$ cat config.mk
export PLATFORM = sky130hd
export DESIGN_NAME = expression_tokenizer_top
export DESIGN_NICKNAME = d
export VERILOG_FILES = /design/src/rtl/etok_pkg.sv /design/src/rtl/expression_tokenizer_top.sv
export SDC_FILE = /design/constraint.sdc
export NUM_CORES = 1
export LEC_CHECK = 0
export BUFFER_PORTS_ARGS = -buffer_cell sky130_fd_sc_hd__buf_2
export CORE_MARGIN = 2
export CORE_UTILIZATION = 60
export CTS_BUF_LIST = sky130_fd_sc_hd__clkbuf_2 sky130_fd_sc_hd__clkbuf_4 sky130_fd_sc_hd__clkbuf_8
export CTS_CLUSTER_DIAMETER = 50
export DETAILED_ROUTE_END_ITERATION = 8
export PLACE_DENSITY = 0.78
export SLEW_MARGIN = 20
export SYNTH_ARGS = -nofsm -noshare
export SYNTH_HDL_FRONTEND = slang
export SYNTH_SLANG_ARGS = --single-unit
export TNS_END_PERCENT = 50
$ cat constraint.sdc
create_clock -name clock -period 2.39 [get_ports clock]
set_input_delay 0.478 -clock clock [delete_from_list [all_inputs] [get_ports clock]]
set_output_delay 0.478 -clock clock [all_outputs]
set_load 0.005 [all_outputs]
$ cat src/rtl/etok_pkg.sv
`timescale 1ns / 1ps

package etok_pkg;

   localparam int MAX_DIGITS  = 10;
   localparam int TOKEN_DEPTH = 11;
   localparam int IDX_W       = $clog2(TOKEN_DEPTH);
   localparam int LEN_W       = $clog2(TOKEN_DEPTH + 1);
   localparam int DC_W        = $clog2(MAX_DIGITS + 1);

   localparam logic [1:0] ITEM_TOKEN = 2'd0;
   localparam logic [1:0] ITEM_END   = 2'd1;
   localparam logic [1:0] ITEM_ERROR = 2'd2;

   localparam logic [7:0] CH_MINUS  = 8'h2d;
   localparam logic [7:0] CH_LPAREN = 8'h28;
   localparam logic [7:0] CH_RPAREN = 8'h29;
   localparam logic [7:0] CH_PLUS   = 8'h2b;
   localparam logic [7:0] CH_STAR   = 8'h2a;
   localparam logic [7:0] CH_SLASH  = 8'h2f;
   localparam logic [7:0] CH_EQUAL  = 8'h3d;

   typedef logic [7:0] char_type;

endpackage

$ cat src/rtl/expression_tokenizer_top.sv
`timescale 1ns / 1ps

// Expression tokenizer. Takes one ASCII character per request (req_tlast on the final
// character of an expression) and returns the tokens character by character: ( ) + * / =
// are single tokens, '-' opens a token and joins the following number as its sign when a
// unary minus is allowed, everything else gathers into a number. Each response carries the
// character, an item kind (token character, end of expression, too-many-digits error), a
// token-end flag, and rsp_tlast on the last response caused by a request. A small
// sequencer walks each character through decide, flush, operator, append and tail steps,
// with one buffer index counter that reads the pending token out one entry a cycle while
// the response side is not stalled; the block takes no new request meanwhile.

module expression_tokenizer_top (
   input  logic       clock,
   input  logic       reset,
   input  logic       req_tvalid,
   output logic       req_tready,
   input  logic [7:0] req_tdata,   // [7:0] in_char
   input  logic       req_tlast,
   output logic       rsp_tvalid,
   input  logic       rsp_tready,
   output logic [7:0] rsp_tdata,   // [7:0] out_char
   output logic [2:0] rsp_tuser,   // [1:0] item_type, [2] token_end
   output logic       rsp_tlast
);

   localparam logic [2:0] ST_IDLE   = 3'd0;
   localparam logic [2:0] ST_DECIDE = 3'd1;
   localparam logic [2:0] ST_ERR    = 3'd2;
   localparam logic [2:0] ST_FLUSH1 = 3'd3;
   localparam logic [2:0] ST_OP     = 3'd4;
   localparam logic [2:0] ST_APPEND = 3'd5;
   localparam logic [2:0] ST_TAIL   = 3'd6;
   localparam logic [2:0] ST_FLUSH2 = 3'd7;

   logic [2:0]                 state_ff, state_in;
   etok_pkg::char_type         ch_ff, ch_in;
   logic                       last_ff, last_in;
   etok_pkg::char_type         buf_ff [etok_pkg::TOKEN_DEPTH];
   logic [etok_pkg::LEN_W-1:0] len_ff, len_in;
   logic [etok_pkg::IDX_W-1:0] idx_ff, idx_in;
   logic                       am_ff, am_in;
   logic                       ua_ff, ua_in;
   logic [etok_pkg::DC_W-1:0]  dc_ff, dc_in;
   logic                       err_ff, err_in;
   logic                       op_ff, op_in;
   logic                       end_pend_ff, end_pend_in;
   logic                       rsp_tvalid_ff, rsp_tvalid_in;
   etok_pkg::char_type         rsp_char_ff, rsp_char_in;
   logic [1:0]                 rsp_type_ff, rsp_type_in;
   logic                       rsp_end_ff, rsp_end_in;
   logic                       rsp_last_ff, rsp_last_in;

   logic                       buf_we;
   logic                       out_free;
   logic                       emit;
   logic                       is_minus;
   logic                       is_op;
   logic                       flush_go;
   logic                       op_go;
   logic                       app_go;
   logic                       idx_at_end;
   etok_pkg::char_type         buf_rd;

   assign req_tready = (state_ff == ST_IDLE);
   assign rsp_tvalid = rsp_tvalid_ff;
   assign rsp_tdata  = rsp_char_ff;
   assign rsp_tuser  = {rsp_end_ff, rsp_type_ff};
   assign rsp_tlast  = rsp_last_ff;

   assign out_free   = !rsp_tvalid_ff || rsp_tready;
   assign is_minus   = (ch_ff == etok_pkg::CH_MINUS);
   assign is_op      = (ch_ff == etok_pkg::CH_LPAREN) || (ch_ff == etok_pkg::CH_RPAREN) ||
                       (ch_ff == etok_pkg::CH_PLUS)   || (ch_ff == etok_pkg::CH_STAR)   ||
                       (ch_ff == etok_pkg::CH_SLASH)  || (ch_ff == etok_pkg::CH_EQUAL);
   assign buf_rd     = buf_ff[idx_ff];
   assign idx_at_end = ((etok_pkg::LEN_W'(idx_ff) + etok_pkg::LEN_W'(1)) == len_ff);

   always_comb begin
      state_in    = state_ff;
      ch_in       = ch_ff;
      last_in     = last_ff;
      len_in      = len_ff;
      idx_in      = idx_ff;
      am_in       = am_ff;
      ua_in       = ua_ff;
      dc_in       = dc_ff;
      err_in      = err_ff;
      op_in       = op_ff;
      end_pend_in = end_pend_ff;
      buf_we      = 1'b0;
      flush_go    = 1'b0;
      op_go       = 1'b0;
      app_go      = 1'b0;
      emit        = 1'b0;
      rsp_char_in = '0;
      rsp_type_in = etok_pkg::ITEM_TOKEN;
      rsp_end_in  = 1'b0;
      rsp_last_in = 1'b0;

      case (state_ff)
         ST_IDLE: begin
            if (req_tvalid) begin
               ch_in       = req_tdata;
               last_in     = req_tlast;
               end_pend_in = 1'b0;
               state_in    = ST_DECIDE;
            end
         end
         ST_DECIDE: begin
            idx_in = '0;
            if (err_ff) begin
               state_in = ST_TAIL;
            end else if (dc_ff >= etok_pkg::DC_W'(etok_pkg::MAX_DIGITS)) begin
               err_in   = 1'b1;
               len_in   = '0;
               state_in = ST_ERR;
            end else begin
               if (is_minus) begin
                  dc_in  = '0;
                  am_in  = 1'b1;
                  app_go = 1'b1;
                  if (len_ff != '0) begin
                     flush_go = 1'b1;
                     ua_in    = 1'b0;
                  end
               end else if (is_op) begin
                  dc_in = '0;
                  op_go = 1'b1;
                  if (am_ff) begin
                     am_in = 1'b0;
                     if (len_ff != '0) begin
                        flush_go = 1'b1;
                        ua_in    = 1'b1;
                     end
                  end else begin
                     ua_in = (ch_ff == etok_pkg::CH_LPAREN);
                     if (len_ff != '0) begin
                        flush_go = 1'b1;
                     end
                  end
               end else begin
                  dc_in  = dc_ff + etok_pkg::DC_W'(1);
                  app_go = 1'b1;
                  if (am_ff && ua_ff) begin
                     ua_in = 1'b0;
                  end else if (am_ff && (len_ff == etok_pkg::LEN_W'(1)) &&
                               (buf_ff[0] == etok_pkg::CH_MINUS)) begin
                     flush_go = 1'b1;
                  end
               end
               op_in = op_go;
               if (flush_go) begin
                  state_in = ST_FLUSH1;
               end else if (op_go) begin
                  state_in = ST_OP;
               end else if (app_go) begin
                  state_in = ST_APPEND;
               end else begin
                  state_in = ST_TAIL;
               end
            end
         end
         ST_ERR: begin
            emit        = 1'b1;
            rsp_type_in = etok_pkg::ITEM_ERROR;
            rsp_last_in = !last_ff;
            if (out_free) begin
               state_in = ST_TAIL;
            end
         end
         ST_FLUSH1: begin
            emit        = 1'b1;
            rsp_char_in = buf_rd;
            rsp_end_in  = idx_at_end;
            rsp_last_in = idx_at_end && !op_ff && !last_ff;
            if (out_free) begin
               if (idx_at_end) begin
                  len_in   = '0;
                  state_in = op_ff ? ST_OP : ST_APPEND;
               end else begin
                  idx_in = idx_ff + etok_pkg::IDX_W'(1);
               end
            end
         end
         ST_OP: begin
            emit        = 1'b1;
            rsp_char_in = ch_ff;
            rsp_end_in  = 1'b1;
            rsp_last_in = !last_ff;
            if (out_free) begin
               state_in = ST_TAIL;
            end
         end
         ST_APPEND: begin
            if (len_ff < etok_pkg::LEN_W'(etok_pkg::TOKEN_DEPTH)) begin
               buf_we = 1'b1;
               len_in = len_ff + etok_pkg::LEN_W'(1);
            end
            state_in = ST_TAIL;
         end
         ST_TAIL: begin
            idx_in = '0;
            if (end_pend_ff) begin
               emit        = 1'b1;
               rsp_type_in = etok_pkg::ITEM_END;
               rsp_last_in = 1'b1;
               if (out_free) begin
                  len_in   = '0;
                  am_in    = 1'b0;
                  ua_in    = 1'b1;
                  dc_in    = '0;
                  err_in   = 1'b0;
                  state_in = ST_IDLE;
               end
            end else if (!last_ff) begin
               state_in = ST_IDLE;
            end else if (!err_ff && (len_ff != '0)) begin
               state_in = ST_FLUSH2;
            end else begin
               end_pend_in = 1'b1;
            end
         end
         ST_FLUSH2: begin
            emit        = 1'b1;
            rsp_char_in = buf_rd;
            rsp_end_in  = idx_at_end;
            if (out_free) begin
               if (idx_at_end) begin
                  len_in      = '0;
                  end_pend_in = 1'b1;
                  state_in    = ST_TAIL;
               end else begin
                  idx_in = idx_ff + etok_pkg::IDX_W'(1);
               end
            end
         end
         default: begin
            state_in = ST_IDLE;
         end
      endcase

      if (emit && out_free) begin
         rsp_tvalid_in = 1'b1;
      end else if (rsp_tready) begin
         rsp_tvalid_in = 1'b0;
      end else begin
         rsp_tvalid_in = rsp_tvalid_ff;
      end
   end

   always_ff @(posedge clock) begin
      if (reset) begin
         state_ff      <= ST_IDLE;
         len_ff        <= '0;
         idx_ff        <= '0;
         am_ff         <= 1'b0;
         ua_ff         <= 1'b1;
         dc_ff         <= '0;
         err_ff        <= 1'b0;
         op_ff         <= 1'b0;
         end_pend_ff   <= 1'b0;
         rsp_tvalid_ff <= 1'b0;
      end else begin
         state_ff      <= state_in;
         len_ff        <= len_in;
         idx_ff        <= idx_in;
         am_ff         <= am_in;
         ua_ff         <= ua_in;
         dc_ff         <= dc_in;
         err_ff        <= err_in;
         op_ff         <= op_in;
         end_pend_ff   <= end_pend_in;
         rsp_tvalid_ff <= rsp_tvalid_in;
      end
   end

   always_ff @(posedge clock) begin
      ch_ff   <= ch_in;
      last_ff <= last_in;
      if (buf_we) begin
         buf_ff[len_ff[etok_pkg::IDX_W-1:0]] <= ch_ff;
      end
      if (emit && out_free) begin
         rsp_char_ff <= rsp_char_in;
         rsp_type_ff <= rsp_type_in;
         rsp_end_ff  <= rsp_end_in;
         rsp_last_ff <= rsp_last_in;
      end
   end

endmodule

# After elaboration in Yosys (flattened, before gate mapping)
# Memories as Yosys holds them, arrays and structs flattened. A register that Yosys moved wholly into a read port is not among the register bits.
# Cells that the tools add are included.
# W data, S select, Z words.
dict set report totals {
  regBits 42
  mem_bits_rw 88
  output_inout_bits 14
  word_cells 194
  n_memories 1
}
# name depth word_bits rd rd_clocked_by_memory_dff write_ports line
set memory_table {}
lappend memory_table {buf_ff 11 8 2 1 1 expression_tokenizer_top.sv:39} ;# etok_pkg::char_type buf_ff [etok_pkg::TOKEN_DEPTH];
dict set report op_classes {
  n_addsub 3
  order_cmp 2
  eq_ne 38
  mux 94
  bitwise 2
  reduce_logical 38
}
# operator count
set op_table {}
lappend op_table {{$eq A8 B6 Y1 const B} 8}
lappend op_table {{$mux W4} 15}
lappend op_table {{$mux W1} 51}
lappend op_table {{$mux W3} 13}
lappend op_table {{$ne A2 B2 Y1 const B} 12}
lappend op_table {{$reduce_and A8 Y1} 3}
lappend op_table {{$pmux W3 S7} 1}
lappend op_table {{$pmux W4 S2} 2}
lappend op_table {{$pmux W4 S4} 1}
lappend op_table {{$pmux W8 S2} 1}
lappend op_table {{$add A4 B1 Y4 const B} 3}
lappend op_table {{$eq A3 B3 Y1 const B} 4}
lappend op_table {{$ne A4 B4 Y1 const B} 3}
lappend op_table {{$pmux W1 S2} 5}
lappend op_table {{$ne A3 B3 Y1 const B} 3}
lappend op_table {{$reduce_and A3 Y1} 3}
lappend op_table {{$reduce_bool A4 Y1} 2}
lappend op_table {{$logic_and A1 B1 Y1} 7}
lappend op_table {{$eq A3 B2 Y1 const B} 2}
lappend op_table {{$logic_or A1 B1 Y1} 6}
lappend op_table {{$ne A2 B1 Y1 const B} 3}
lappend op_table {{$pmux W1 S3} 2}
lappend op_table {{$reduce_and A6 Y1} 1}
lappend op_table {{$reduce_bool A2 Y1} 3}
lappend op_table {{other kinds (16)} 23}

# Logic depth before layout (Yosys ltp)
dict set report depth {
  ltp_word 17
  ltp_mapped 8
  mapped_depth_nobuf 7
}

# Worst setup path before layout
# No wires, ideal clock.
dict set report synth_timing {
  path_kind {register -> register}
  from {register (tool-made name)}
  to {register rsp_char_ff[6] (netlist: rsp_tdata[6]) (data pin)}
  t_arrival_ps 1632
  required_ps 2123
  slack_ps 491
  path_stages_with_launch 8
  period_less_slack_ps 1899
  cell_sequence {dfxtp_1 buf_2 buf_2 mux4_2 mux2i_1 nor2_1 a21oi_1 o21ai_0}
}
# item line
set synth_lines {}
lappend synth_lines {{to (signal assigned)} expression_tokenizer_top.sv:285} ;# rsp_char_ff <= rsp_char_in;
lappend synth_lines {{to (decl)} expression_tokenizer_top.sv:49} ;# etok_pkg::char_type rsp_char_ff, rsp_char_in;

# Final worst setup path
dict set report layout_timing {
  from {register state_ff[0]}
  to {register state_ff[0]}
}
dict set report layout_between {
  elab_chain_len 4
}
# item line
set layout_rtl {}
lappend layout_rtl {{from (decl)} expression_tokenizer_top.sv:36} ;# logic [2:0] state_ff, state_in;
lappend layout_rtl {{from (signal assigned)} expression_tokenizer_top.sv:265} ;# state_ff <= state_in;
lappend layout_rtl {{$eq A3 B3 Y1 or $eq A3 B2 Y1 (tied branches)} expression_tokenizer_top.sv:101} ;# case (state_ff)
lappend layout_rtl {{$reduce_or A2 Y1 (no line)} --}
lappend layout_rtl {{$ne A2 B1 Y1 (no line)} --}
lappend layout_rtl {{$reduce_and A8 Y1 (no line)} --}
# Several ways; a longest one is shown, not always the timed one.
# A chain may end at the register's enable or synchronous reset.

==> impl_metrics.toml <==
[outcome]
outcome = "completed"

[timing]
fmax_ghz = 0.452
min_period_ps = 2210
fin_crit_sh = 0.926
fin_skew_ps = 14.1
setup_viol = 0
rsz0062_at_grt = "false"
final-hold-violation-count = 0
finalSetupTns_ps = 0
maxSlewHeadroom = 0.304
slew_viol_final = 0
worstMarginPinSlew_ps = 1040
layout_setup_ws_ps = 176

[pwr]
ir_drop_v = 0.000505
p_per_area_mw_per_mm2 = 943
p_total_uw = 6340
leakage_uw = 0.00223

[global_routing]
overflow = 0
met1_usage = 0.327
grtUsageMet2 = 0.372
grt-busiest-layer = "met2"
grt_pass1_wl_um = 19700
grt_max_degree = 33
grt_util_met3 = 0.0583
grt_usage = 0.235
grt_antenna_before_repair = 0
grt_pass1_vias = 3803

[clock_network]
cts_setup_buffers = 0
cts_resized = 0
clkTransAtPathRegs_ps = 80
h-tree-depth = 4
cts_tree = "done"
cts_buffers = 17
cts-root-buf = "clkbuf_8"
cts_hold_buf = 0
clock_sinks = 134
clock_latency_ps = 430
clockBufferDepth = 2

[worst_setup_path]
rrSetupSlack_ps = 180
ff2ff_path_depth = 6
path_class = "flip-flop to flip-flop"
cp_data_required_time_ps = 2690
endpoint_kind = "flip-flop"
arrival_ps = 2510
cp_max_fo = 14
crit_path_start_kind = "flip-flop"

[floorplan]
die_x_um = 104
dieArea_mm2 = 0.0108
row_count = 36
start_util = 0.615
io-pin-count = 27
core_mm2 = 0.00973
die_h_um = 104

[flow_run]
cap_violations = 0

[placed_design]
gp_congestion = 0.860
port_buffers = 26
pre_cts_ws_ps = 262
dp_hpwl_um = 8300

[synth]
synth.area.top_cells = "edfxtp_1, dfxtp_1, mux4_2, mux2i_1, a21oi_1"
ys.warnings.count = 0
synth.ff_latch_count = 134
syn-num-nets = 473
avgSynthCellArea_um2 = 13.2
ys_types = 61
yosysSeqAreaShare = 0.630
yosysTopAreaCellShare = 0.547
synth-edff-count = 109
synth_cells = 453
yosysTopAreaCell = "edfxtp_1"
async_reset_ff_frac = 0
synth_area_mm2 = 0.00599
synthFlopType = "edfxtp_1"

[detailed_routing]
drtIter0Drc = 449
post-route-drc-count = 0
vias = 3915
routedWlPerCell_um = 19.3
dr.pass1.iters = 6
drt-total-wl_um = 12200
viasPerCell = 6.17
detail-route-antenna-nets = 0

[layout]
drive_gt1_frac = 0.199
final_common_cell = "edfxtp_1"
syn_to_final_growth_pct = 12.4
final_net_count = 509
final_core_util = 0.692
antenna_cells = 0
final_cell_mix = "edfxtp_1, nor2_1, nand2_1, a21oi_1"

[min_path]
min_path_cells = 1
hold_class = "input pin to flip-flop"
critical path, stage by stage (launching register included):
cell and delay, ps:
dfxtp_1 410, buf_4 240, nand2_1 310, o21a_1 280, o21ai_0 270, a21oi_1 110
a2111oi_1 460
synthesized netlist by cell type, types with 10 or more instances:
library cell and number:
dfxtp_1 25, mux4_2 16, nand2_1 32, nor2_1 35, and2_1 10, clkbuf_1 16, o21ai_0 26, inv_1 12
edfxtp_1 109, a21oi_1 28, mux2i_1 18
metrics by stage:
step                      std cells  hold WS [ps]  cell area [um^2]
after floorplan                 453           459              5990
after global placement          603           478              6310
after global routing            635           205              6730
final                           635           221              6730
after CTS                       635           205              6730
after detailed placement        603           486              6310
power breakdown:
group          internal, uW  total (uW)  leakage [uW]  switching (uW)
sequential             2870        3010       0.00119             135
combinational           493        1360      0.000824             870
clock                  1070        1970      0.000216             899
total                  4440        6340       0.00223            1900
state kept, by name, summed over array words and instances, names as in the netlist, named ones only:
register	count
ch_ff	8
state_ff	3
last_ff	1
rsp_type_ff	2
rsp_tvalid	1
err_ff	1
idx_ff	4
rsp_tlast	1
am_ff	1
ua_ff	1
buf_ff	88
op_ff	1
rsp_end_ff	1
len_ff	4
dc_ff	4
end_pend_ff	1
rsp_tdata	8
logic make-up (layout without fill, tap and decap cells):
logic type | count (synthesis) | after routing | share of synthesized area
mux | 34 | 34 | 0.0903
buf+inv | 38 | 87 | 0.0263
xor+xnor | 6 | 6 | 0.0136
compound gates | 102 | 102 | 0.110
simple gates | 132 | 132 | 0.115
flops | 134 | 134 | 0.630
fa+ha+maj | 7 | 7 | 0.0146
area by class of cell:
class,count,area (um^2)
Timing Repair Buffer,43,270
Clock buffer,19,249
Inverter,12,45.0
Fill cell,682,3000
Sequential cell,134,3770
Tap cell,133,166
Multi-Input combinational cell,281,2050
Clock inverter,13,170
path summary, 6_finish.rpt:
kind	from	to
min	req_tdata[3]	ch_ff[3]$_DFFE_PP_
max reg2reg	state_ff[0]$_SDFFE_PP0P_	state_ff[0]$_SDFFE_PP0P_
max	state_ff[0]$_SDFFE_PP0P_	state_ff[0]$_SDFFE_PP0P_
min reg2reg	dc_ff[0]$_SDFFE_PP0P_	dc_ff[0]$_SDFFE_PP0P_
metal layers:
metal	vias to the layer above	part of all wire
met5	-	0
met4	0	0.012
met3	20	0.079
met2	186	0.48
met1	1897	0.43
li1	1812	-
No activity file was read; power rests on OpenSTA's default activity.
